$ cat src/rtl/core/utf8v_pkg.sv
package utf8v_pkg;

   // Field widths
   localparam int BYTE_W  = 8;
   localparam int CODE_W  = 4;
   localparam int COUNT_W = 9;
   localparam int CP_W    = 21;
   localparam int PEND_W  = 2;
   localparam int INDEX_W = 2;

   // Byte counter ceiling; above every length limit
   localparam logic [COUNT_W-1:0] COUNT_CEILING = 9'd256;

   // Register reset values
   localparam logic [BYTE_W-1:0] MAX_NAME_RESET   = 8'd32;
   localparam logic [BYTE_W-1:0] MIN_SECRET_RESET = 8'd8;
   localparam logic [BYTE_W-1:0] MAX_SECRET_RESET = 8'd63;

   // Character bounds
   localparam logic [BYTE_W-1:0] PRINT_LOW  = 8'h20;
   localparam logic [BYTE_W-1:0] PRINT_HIGH = 8'h7e;
   localparam logic [BYTE_W-1:0] DEL_BYTE   = 8'h7f;

   // Code point bounds
   localparam logic [CP_W-1:0] MIN_TWO_BYTE   = 21'h000080;
   localparam logic [CP_W-1:0] MIN_THREE_BYTE = 21'h000800;
   localparam logic [CP_W-1:0] MIN_FOUR_BYTE  = 21'h010000;
   localparam logic [CP_W-1:0] MAX_CODE_POINT = 21'h10ffff;
   localparam logic [CP_W-1:0] SURROGATE_LOW  = 21'h00d800;
   localparam logic [CP_W-1:0] SURROGATE_HIGH = 21'h00dfff;

   typedef enum logic [CODE_W-1:0] {
      ERR_NONE      = 4'd0,
      ERR_EMPTY     = 4'd1,
      ERR_TOO_LONG  = 4'd2,
      ERR_TOO_SHORT = 4'd3,
      ERR_CONTROL   = 4'd4,
      ERR_BAD_LEAD  = 4'd5,
      ERR_BAD_CONT  = 4'd6,
      ERR_TRUNCATED = 4'd7,
      ERR_OVERLONG  = 4'd8,
      ERR_SURROGATE = 4'd9,
      ERR_RANGE     = 4'd10
   } error_code_type;

   typedef enum logic {
      MODE_NAME   = 1'b0,
      MODE_SECRET = 1'b1
   } check_mode_type;

   typedef enum logic [INDEX_W-1:0] {
      CSR_CHECK_MODE  = 2'd0,
      CSR_MAX_NAME    = 2'd1,
      CSR_MIN_SECRET  = 2'd2,
      CSR_MAX_SECRET  = 2'd3
   } csr_index_type;

endpackage

$ cat src/rtl/core/utf8v_req_if.sv
interface utf8v_req_if;
   logic                          valid;
   logic                          ready;
   logic [utf8v_pkg::BYTE_W-1:0]  data_byte;
   logic                          is_last;
   logic                          is_empty;

   modport source (output valid, output data_byte, output is_last, output is_empty,
                   input ready);
   modport sink   (input valid, input data_byte, input is_last, input is_empty,
                   output ready);
endinterface

$ cat src/rtl/core/utf8v_rsp_if.sv
interface utf8v_rsp_if;
   logic                          valid;
   logic                          ready;
   logic                          valid_res;
   logic [utf8v_pkg::CODE_W-1:0]  error_code;

   modport source (output valid, output valid_res, output error_code, input ready);
   modport sink   (input valid, input valid_res, input error_code, output ready);
endinterface

$ cat src/rtl/core/utf8_string_validator_unit.sv
// A verdict is registered: the last word of a string passes the input register and then the verdict register.
// Throughput: one word per cycle, but a last or empty word waits while a verdict is not yet taken;
// each word is decoded by combinational logic between the input register and the verdict register.
// Reset (synchronous, active high): clears the string state, the pipeline valids
// and restores the registers to mode name, name limit 32, secret limits 8 and 63.
module utf8_string_validator_unit (
   input  logic                                 clock,
   input  logic                                 reset,
   utf8v_req_if.sink                            req_chan,
   utf8v_rsp_if.source                          rsp_chan,
   input  logic                                 csr_we,
   input  logic [utf8v_pkg::INDEX_W-1:0]        csr_index,
   input  logic [utf8v_pkg::BYTE_W-1:0]         csr_wdata
);

   // Configuration registers
   utf8v_pkg::check_mode_type          mode_ff;
   logic [utf8v_pkg::BYTE_W-1:0]       max_name_ff;
   logic [utf8v_pkg::BYTE_W-1:0]       min_secret_ff;
   logic [utf8v_pkg::BYTE_W-1:0]       max_secret_ff;

   // Input register
   logic                               s1_valid_ff;
   logic [utf8v_pkg::BYTE_W-1:0]       s1_byte_ff;
   logic                               s1_last_ff;
   logic                               s1_empty_ff;

   // String state
   logic [utf8v_pkg::PEND_W-1:0]       pend_ff, pend_in;
   logic [utf8v_pkg::PEND_W-1:0]       seq_ff, seq_in;
   logic [utf8v_pkg::CP_W-1:0]         cp_ff, cp_in;
   logic [utf8v_pkg::COUNT_W-1:0]      count_ff, count_in;
   utf8v_pkg::error_code_type          fault_ff, fault_in;

   // Verdict register
   logic                               out_valid_ff;
   logic                               out_res_ff;
   utf8v_pkg::error_code_type          out_code_ff;

   logic                               has_result;
   logic                               out_free;
   logic                               s1_fire;
   logic                               req_fire;
   utf8v_pkg::error_code_type          verdict;
   logic [utf8v_pkg::CP_W-1:0]         cp_acc;
   logic [utf8v_pkg::BYTE_W-1:0]       b;

   // Handshake
   assign has_result    = s1_empty_ff | s1_last_ff;
   assign out_free      = ~out_valid_ff | rsp_chan.ready;
   assign s1_fire       = s1_valid_ff & (~has_result | out_free);
   assign req_chan.ready = ~s1_valid_ff | s1_fire;
   assign req_fire      = req_chan.valid & req_chan.ready;

   assign rsp_chan.valid      = out_valid_ff;
   assign rsp_chan.valid_res  = out_res_ff;
   assign rsp_chan.error_code = out_code_ff;

   // Write configuration registers
   always_ff @(posedge clock) begin
      if (reset) begin
         mode_ff       <= utf8v_pkg::MODE_NAME;
         max_name_ff   <= utf8v_pkg::MAX_NAME_RESET;
         min_secret_ff <= utf8v_pkg::MIN_SECRET_RESET;
         max_secret_ff <= utf8v_pkg::MAX_SECRET_RESET;
      end else if (csr_we) begin
         case (utf8v_pkg::csr_index_type'(csr_index))
            utf8v_pkg::CSR_CHECK_MODE: mode_ff <= utf8v_pkg::check_mode_type'(csr_wdata[0]);
            utf8v_pkg::CSR_MAX_NAME:   max_name_ff   <= csr_wdata;
            utf8v_pkg::CSR_MIN_SECRET: min_secret_ff <= csr_wdata;
            utf8v_pkg::CSR_MAX_SECRET: max_secret_ff <= csr_wdata;
            default: ;
         endcase
      end
   end

   // Capture incoming word
   always_ff @(posedge clock) begin
      if (reset) begin
         s1_valid_ff <= 1'b0;
      end else if (req_chan.ready) begin
         s1_valid_ff <= req_chan.valid;
      end
   end

   always_ff @(posedge clock) begin
      if (req_fire) begin
         s1_byte_ff  <= req_chan.data_byte;
         s1_last_ff  <= req_chan.is_last;
         s1_empty_ff <= req_chan.is_empty;
      end
   end

   // Decode one byte against the string state
   always_comb begin
      b        = s1_byte_ff;
      pend_in  = pend_ff;
      seq_in   = seq_ff;
      cp_in    = cp_ff;
      count_in = count_ff;
      fault_in = fault_ff;
      cp_acc   = {cp_ff[utf8v_pkg::CP_W-7:0], b[5:0]};
      if (!s1_empty_ff) begin
         if (count_ff < utf8v_pkg::COUNT_CEILING) begin
            count_in = count_ff + 9'd1;
         end
         if (fault_ff == utf8v_pkg::ERR_NONE) begin
            if (mode_ff == utf8v_pkg::MODE_SECRET) begin
               if (b < utf8v_pkg::PRINT_LOW || b > utf8v_pkg::PRINT_HIGH) begin
                  fault_in = utf8v_pkg::ERR_CONTROL;
               end
            end else if (pend_ff == '0) begin
               // lead or plain ASCII byte
               if (!b[7]) begin
                  if (b < utf8v_pkg::PRINT_LOW || b == utf8v_pkg::DEL_BYTE) begin
                     fault_in = utf8v_pkg::ERR_CONTROL;
                  end
               end else if (b[7:5] == 3'b110) begin
                  seq_in  = 2'd1;
                  pend_in = 2'd1;
                  cp_in   = {16'd0, b[4:0]};
               end else if (b[7:4] == 4'b1110) begin
                  seq_in  = 2'd2;
                  pend_in = 2'd2;
                  cp_in   = {17'd0, b[3:0]};
               end else if (b[7:3] == 5'b11110) begin
                  seq_in  = 2'd3;
                  pend_in = 2'd3;
                  cp_in   = {18'd0, b[2:0]};
               end else begin
                  fault_in = utf8v_pkg::ERR_BAD_LEAD;
               end
            end else if (b[7:6] != 2'b10) begin
               fault_in = utf8v_pkg::ERR_BAD_CONT;
            end else begin
               // continuation byte: shift in six bits, judge when complete
               cp_in   = cp_acc;
               pend_in = pend_ff - 2'd1;
               if (pend_ff == 2'd1) begin
                  if ((seq_ff == 2'd1 && cp_acc < utf8v_pkg::MIN_TWO_BYTE) ||
                      (seq_ff == 2'd2 && cp_acc < utf8v_pkg::MIN_THREE_BYTE) ||
                      (seq_ff == 2'd3 && cp_acc < utf8v_pkg::MIN_FOUR_BYTE)) begin
                     fault_in = utf8v_pkg::ERR_OVERLONG;
                  end else if (cp_acc > utf8v_pkg::MAX_CODE_POINT) begin
                     fault_in = utf8v_pkg::ERR_RANGE;
                  end else if (cp_acc >= utf8v_pkg::SURROGATE_LOW &&
                               cp_acc <= utf8v_pkg::SURROGATE_HIGH) begin
                     fault_in = utf8v_pkg::ERR_SURROGATE;
                  end
               end
            end
         end
      end
   end

   // Pick the verdict from the updated state
   always_comb begin
      verdict = utf8v_pkg::ERR_NONE;
      if (mode_ff == utf8v_pkg::MODE_NAME) begin
         if (count_in == '0) begin
            verdict = utf8v_pkg::ERR_EMPTY;
         end else if (count_in > {1'b0, max_name_ff}) begin
            verdict = utf8v_pkg::ERR_TOO_LONG;
         end else if (fault_in != utf8v_pkg::ERR_NONE) begin
            verdict = fault_in;
         end else if (pend_in != '0) begin
            verdict = utf8v_pkg::ERR_TRUNCATED;
         end
      end else if (count_in != '0) begin
         if (count_in < {1'b0, min_secret_ff}) begin
            verdict = utf8v_pkg::ERR_TOO_SHORT;
         end else if (count_in > {1'b0, max_secret_ff}) begin
            verdict = utf8v_pkg::ERR_TOO_LONG;
         end else begin
            verdict = fault_in;
         end
      end
   end

   // Advance string state; clear it after each verdict
   always_ff @(posedge clock) begin
      if (reset) begin
         pend_ff  <= '0;
         seq_ff   <= '0;
         cp_ff    <= '0;
         count_ff <= '0;
         fault_ff <= utf8v_pkg::ERR_NONE;
      end else if (s1_fire) begin
         if (has_result) begin
            pend_ff  <= '0;
            seq_ff   <= '0;
            cp_ff    <= '0;
            count_ff <= '0;
            fault_ff <= utf8v_pkg::ERR_NONE;
         end else begin
            pend_ff  <= pend_in;
            seq_ff   <= seq_in;
            cp_ff    <= cp_in;
            count_ff <= count_in;
            fault_ff <= fault_in;
         end
      end
   end

   // Hold the verdict until it is taken
   always_ff @(posedge clock) begin
      if (reset) begin
         out_valid_ff <= 1'b0;
      end else if (s1_fire && has_result) begin
         out_valid_ff <= 1'b1;
      end else if (rsp_chan.ready) begin
         out_valid_ff <= 1'b0;
      end
   end

   always_ff @(posedge clock) begin
      if (s1_fire && has_result) begin
         out_res_ff  <= (verdict == utf8v_pkg::ERR_NONE);
         out_code_ff <= verdict;
      end
   end

endmodule
$ cat src/flat_wrapper.sv
// flat-port wrapper written by rule: the top's interface ports become plain ports
module utf8_string_validator_unit_flat 
  (clock, reset, csr_we, csr_index, csr_wdata, req_chan_valid, req_chan_data_byte, req_chan_is_last, req_chan_is_empty, req_chan_ready, rsp_chan_valid, rsp_chan_valid_res, rsp_chan_error_code, rsp_chan_ready);
  utf8v_req_if req_chan_i ();
  utf8v_rsp_if rsp_chan_i ();
  input  logic clock;
  input  logic reset;
  input  logic csr_we;
  input  logic [utf8v_pkg::INDEX_W-1:0] csr_index;
  input  logic [utf8v_pkg::BYTE_W-1:0] csr_wdata;
  input wire logic [$bits(req_chan_i.valid)-1:0] req_chan_valid;
  input wire logic [$bits(req_chan_i.data_byte)-1:0] req_chan_data_byte;
  input wire logic [$bits(req_chan_i.is_last)-1:0] req_chan_is_last;
  input wire logic [$bits(req_chan_i.is_empty)-1:0] req_chan_is_empty;
  output wire logic [$bits(req_chan_i.ready)-1:0] req_chan_ready;
  output wire logic [$bits(rsp_chan_i.valid)-1:0] rsp_chan_valid;
  output wire logic [$bits(rsp_chan_i.valid_res)-1:0] rsp_chan_valid_res;
  output wire logic [$bits(rsp_chan_i.error_code)-1:0] rsp_chan_error_code;
  input wire logic [$bits(rsp_chan_i.ready)-1:0] rsp_chan_ready;
  assign req_chan_i.valid = req_chan_valid;
  assign req_chan_i.data_byte = req_chan_data_byte;
  assign req_chan_i.is_last = req_chan_is_last;
  assign req_chan_i.is_empty = req_chan_is_empty;
  assign req_chan_ready = req_chan_i.ready;
  assign rsp_chan_valid = rsp_chan_i.valid;
  assign rsp_chan_valid_res = rsp_chan_i.valid_res;
  assign rsp_chan_error_code = rsp_chan_i.error_code;
  assign rsp_chan_i.ready = rsp_chan_ready;
  utf8_string_validator_unit u_core (.clock(clock), .reset(reset), .req_chan(req_chan_i), .rsp_chan(rsp_chan_i), .csr_we(csr_we), .csr_index(csr_index), .csr_wdata(csr_wdata));
endmodule
$ cat config.mk
export PLATFORM = sky130hd
export DESIGN_NAME = utf8_string_validator_unit_flat
export DESIGN_NICKNAME = d
export VERILOG_FILES = /design/src/rtl/core/utf8v_pkg.sv /design/src/rtl/core/utf8v_req_if.sv /design/src/rtl/core/utf8v_rsp_if.sv /design/src/rtl/core/utf8_string_validator_unit.sv /design/src/flat_wrapper.sv
export SDC_FILE = /design/constraint.sdc
export NUM_CORES = 1
export LEC_CHECK = 0
export BUFFER_PORTS_ARGS = -buffer_cell sky130_fd_sc_hd__buf_4
export CORE_AREA = 2 2 98 100
export CTS_CLUSTER_DIAMETER = 40
export DETAILED_ROUTE_END_ITERATION = 6
export DIE_AREA = 0 0 100 102
export PLACE_DENSITY = 0.66
export SLEW_MARGIN = 10
export SYNTH_ARGS = -nofsm -noshare
export SYNTH_HDL_FRONTEND = slang
export SYNTH_SLANG_ARGS = --single-unit
$ cat constraint.sdc
create_clock -name clock -period 4.5 [get_ports clock]
set_input_delay 0.9 -clock clock [delete_from_list [all_inputs] [get_ports clock]]
set_output_delay 0.9 -clock clock [all_outputs]
set_load 0.03 [all_outputs]
==> impl_metrics.env <==
export IMPL_dpl_hpwl_um=6982
export IMPL_grt_max_degree=60
export IMPL_hold_start="u_core.cp_ff[0]"
export IMPL_num_vias=3523
export IMPL_timing_hold_ws_ps=456.3
export IMPL_post_cts_setup_buffer_count=0
export IMPL_yosys_top_cells_area="dfxtp_1 29%, edfxtp_1 11%, ha_1 8.0%"
export IMPL_cts_root_buf="clkbuf_8"
export IMPL_synth_flop_cell="dfxtp_1"
export IMPL_die_area_um2=10200
export IMPL_rows=35
export IMPL_fp_dieH_um=102
export IMPL_hold_path_depth=2
export IMPL_syn_area_um2=4059
export IMPL_arrival_ps=3960
export IMPL_finalSetupViolations=0
export IMPL_wire_per_inst_um=15.28
export IMPL_hold_viol=0
export IMPL_drt_iter0_markers=174
export IMPL_hp_class="reg -> reg"
export IMPL_timing_fmax_ghz=0.2667
export IMPL_clock_path_buffers=2
export IMPL_path_class="reg -> reg"
export IMPL_peakVddDrop_v=0.0002517
export IMPL_tns_ps=0
export IMPL_synth_seq_cells=74
export IMPL_grt_pass1_vias=3354
export IMPL_timing_rr_end="u_core.rsp_chan.valid_res"
export IMPL_period_share_pct=83.34
export IMPL_grt_ovfl_total=0
export IMPL_syn_to_final_growth_pct=11.56
export IMPL_ioPinCount=32
export IMPL_synthCells=491
export IMPL_hold_buffers=0
export IMPL_htree_levels=3
export IMPL_ff2ff_setup_slack_ps=750
export IMPL_grt_use_met1_pct=24.16
export IMPL_post_cts_resized=0
export IMPL_place_congestion=0.8826
export IMPL_clock_sinks=74
export IMPL_synth_edf_count=15
export IMPL_cts_buffers=9
export IMPL_first_pass_iters=4
export IMPL_status="finished clean"
export IMPL_cp_cell_sequence="buf_4 > nor2_1 > nand3_1 > nor3_1 > xor2_1 > ha_1 > nand3_1 > or4_1 > a31oi_1 > a211o_1 > a31oi_1 > a311oi_1 > o2111a_1"
export IMPL_grt_usage_pct=19.52
export IMPL_worst_r2r_startpoint="u_core.s1_empty_ff"
export IMPL_initial_utilization_pct=44.56
export IMPL_multi_input_area_um2=2201
export IMPL_synth_top_area_share_pct=29.10
export IMPL_ys_types=60
export IMPL_start_kind="flop"
export IMPL_syn_avg_cell_area_um2=8.267
export IMPL_cp_required_ps=4710
export IMPL_yosys_warnings=0
export IMPL_ff2ff_path_depth=13
export IMPL_clk_latency_ps=350
export IMPL_timing_critical_path_buf_inv=1
export IMPL_globalRouteMet2Util_pct=34.72
export IMPL_antenna_left=0
export IMPL_wl_um=9522
export IMPL_cts_clk_slew_worst_paths_ps=80
export IMPL_synth_top_cell_by_area="dfxtp_1"
export IMPL_ff_latch_area_um2=1632
export IMPL_end_kind="flop"
export IMPL_drc_errors=0
export IMPL_worst_pin_slew_ps=1112
export IMPL_syn_nets=542
export IMPL_antenna_cells=0
export IMPL_antenna_found_initial=0
export IMPL_clock_skew_ps=5.017
export IMPL_drive_above_1_share_pct=12.30
export IMPL_fillers=872
export IMPL_path_delay_family="simple AND/OR/NAND/NOR gates"
export IMPL_die_w_um=100
export IMPL_cap_violations=0
export IMPL_slew_violations=0
export IMPL_powerDensity_nw_per_um2=297.2
export IMPL_core_area_um2=9109
export IMPL_rsz0062_at_grt="false"
export IMPL_async_flop_share_pct=0
export IMPL_portBuffers=31
export IMPL_hold_end="u_core.cp_ff[0]"
export IMPL_dp_cells=607
export IMPL_period_needed_ps=3750
export IMPL_final_nets=558
export IMPL_viasPerCell=5.655
export IMPL_final_core_util_pct=49.71
export IMPL_power_leakage_uw=0.001851
export IMPL_max_stage_delay_ps=580
export IMPL_relSlewSlack_pct=25.28
export IMPL_grt_pass1_wl_um=15860
export IMPL_grt_use_met3_pct=3.557
export IMPL_tritoncts="yes"
export IMPL_slowest_stage="nor2_1"
export IMPL_top_usage_layer="met2"
export IMPL_ys_seq_area_share_pct=40.20
export IMPL_fin_cells=623
export IMPL_cp_max_fo=13
kinds of logic (layout without fill, tap and decap cells):
| group | Yosys count | count (layout) | share of synthesized area (%) |
|---|---|---|---|
| AOI/OAI and AO/OA | 118 | 118 | 18.25 |
| xor gates and xnor gates | 8 | 8 | 1.726 |
| adders and majority gates | 26 | 26 | 8.015 |
| buffers and inverters | 59 | 80 | 5.580 |
| DFF | 74 | 74 | 40.20 |
| muxes | 10 | 10 | 2.497 |
| and+or+nand+nor | 196 | 196 | 23.74 |
tightest hold or removal path, stage by stage (launching register included):
cell and delay (ps):
dfxtp_1 310, nand2_1 50, a21oi_1 50
cells in the final DEF, fill, tap and decap left out, types with 4 or more instances in the layout:
| master | Yosys | layout |
|---|---|---|
| ha_1 | 26 | 26 |
| buf_4 | 0 | 34 |
| nor2_1 | 37 | 37 |
| clkbuf_8 | 0 | 11 |
| inv_1 | 30 | 30 |
| a31oi_1 | 5 | 5 |
| o211ai_1 | 4 | 4 |
| mux2i_1 | 9 | 9 |
| nand4_1 | 8 | 8 |
| a21oi_1 | 52 | 52 |
| a211o_1 | 7 | 7 |
| nor4_1 | 10 | 10 |
| a21o_1 | 4 | 4 |
| nand3b_1 | 4 | 4 |
| or2_2 | 5 | 5 |
| nor2b_1 | 4 | 4 |
| nand2_1 | 62 | 62 |
| nand3_1 | 25 | 25 |
| dfxtp_1 | 59 | 59 |
| nor3_1 | 15 | 15 |
| o21ai_0 | 15 | 15 |
| edfxtp_1 | 15 | 15 |
| nand2b_1 | 5 | 5 |
| a22oi_1 | 5 | 5 |
| xnor2_1 | 5 | 5 |
final cells by class:
class | instances | area share (%)
Multi-Input combinational cell | 358 | 48.60
Sequential cell | 74 | 36.03
Timing Repair Buffer | 34 | 5.637
Clock buffer | 11 | 3.343
Tap cell | 111 | 3.067
Inverter | 30 | 2.487
Clock inverter | 5 | 0.8290
worst max path at each step:
| stage | from | endpoint | slack, ps | cells after the start |
|---|---|---|---|---|
| 5_1_grt | u_core.s1_empty_ff | u_core.rsp_chan.valid_res | 500 | 13 |
| 6_report | u_core.s1_empty_ff | u_core.rsp_chan.valid_res | 750 | 13 |
| 2_1_floorplan | u_core.s1_empty_ff | u_core.rsp_chan.valid_res | 1570 | 12 |
| 3_3_place_gp | u_core.s1_empty_ff | u_core.rsp_chan.valid_res | 930 | 13 |
| 3_5_place_dp | u_core.s1_empty_ff | u_core.rsp_chan.valid_res | 810 | 13 |
| 4_1_cts | u_core.s1_empty_ff | u_core.rsp_chan.valid_res | 770 | 13 |
sequential cells by signal, indices dropped and copies added (netlist names), 2 cells and up:
| name | flops |
|---|---|
| u_core.max_name_ff | 8 |
| u_core.count_ff | 9 |
| u_core.min_secret_ff | 8 |
| u_core.cp_ff | 15 |
| u_core.max_secret_ff | 8 |
| u_core.seq_ff | 2 |
| u_core.pend_ff | 2 |
| u_core.rsp_chan.error_code | 4 |
| u_core.fault_ff | 4 |
| u_core.b | 8 |
routing by layer:
layer / vias to the layer above / routed length, um / part of all wire, %
li1: 1794 / - / -
met5: - / 0 / 0
met1: 1659 / 4353 / 46
met2: 57 / 4757 / 50
met4: 0 / 141 / 1.5
met3: 13 / 270 / 2.8
cells in the mapped netlist (7+ instances only):
library cell,n
nand2_1,62
dfxtp_1,59
a21oi_1,52
nor2_1,37
inv_1,30
ha_1,26
nand3_1,25
clkbuf_1,24
edfxtp_1,15
nor3_1,15
o21ai_0,15
nor4_1,10
mux2i_1,9
nand4_1,8
a211o_1,7
power breakdown:
group          switching, uW  internal (uW)  total [uW]
combinational           85.5           58.2         144
clock                    260            232         492
sequential              14.2            696         710
total                    359            986        1350
metrics by stage:
| step | cell area (um2) | total power [uW] | worst slack, ps |
|---|---|---|---|
| finish | 4528 | 1346 | 749.9 |
| global route | 4528 | 1410 | 500.1 |
| CTS | 4528 | 1360 | 772.1 |
| detailed placement | 4339 | 867.4 | 814.6 |
| global placement | 4339 | 864.9 | 932.1 |
| floorplan | 4059 | 817.9 | 1574 |
Note: power is estimated with default switching activity, not from simulation.
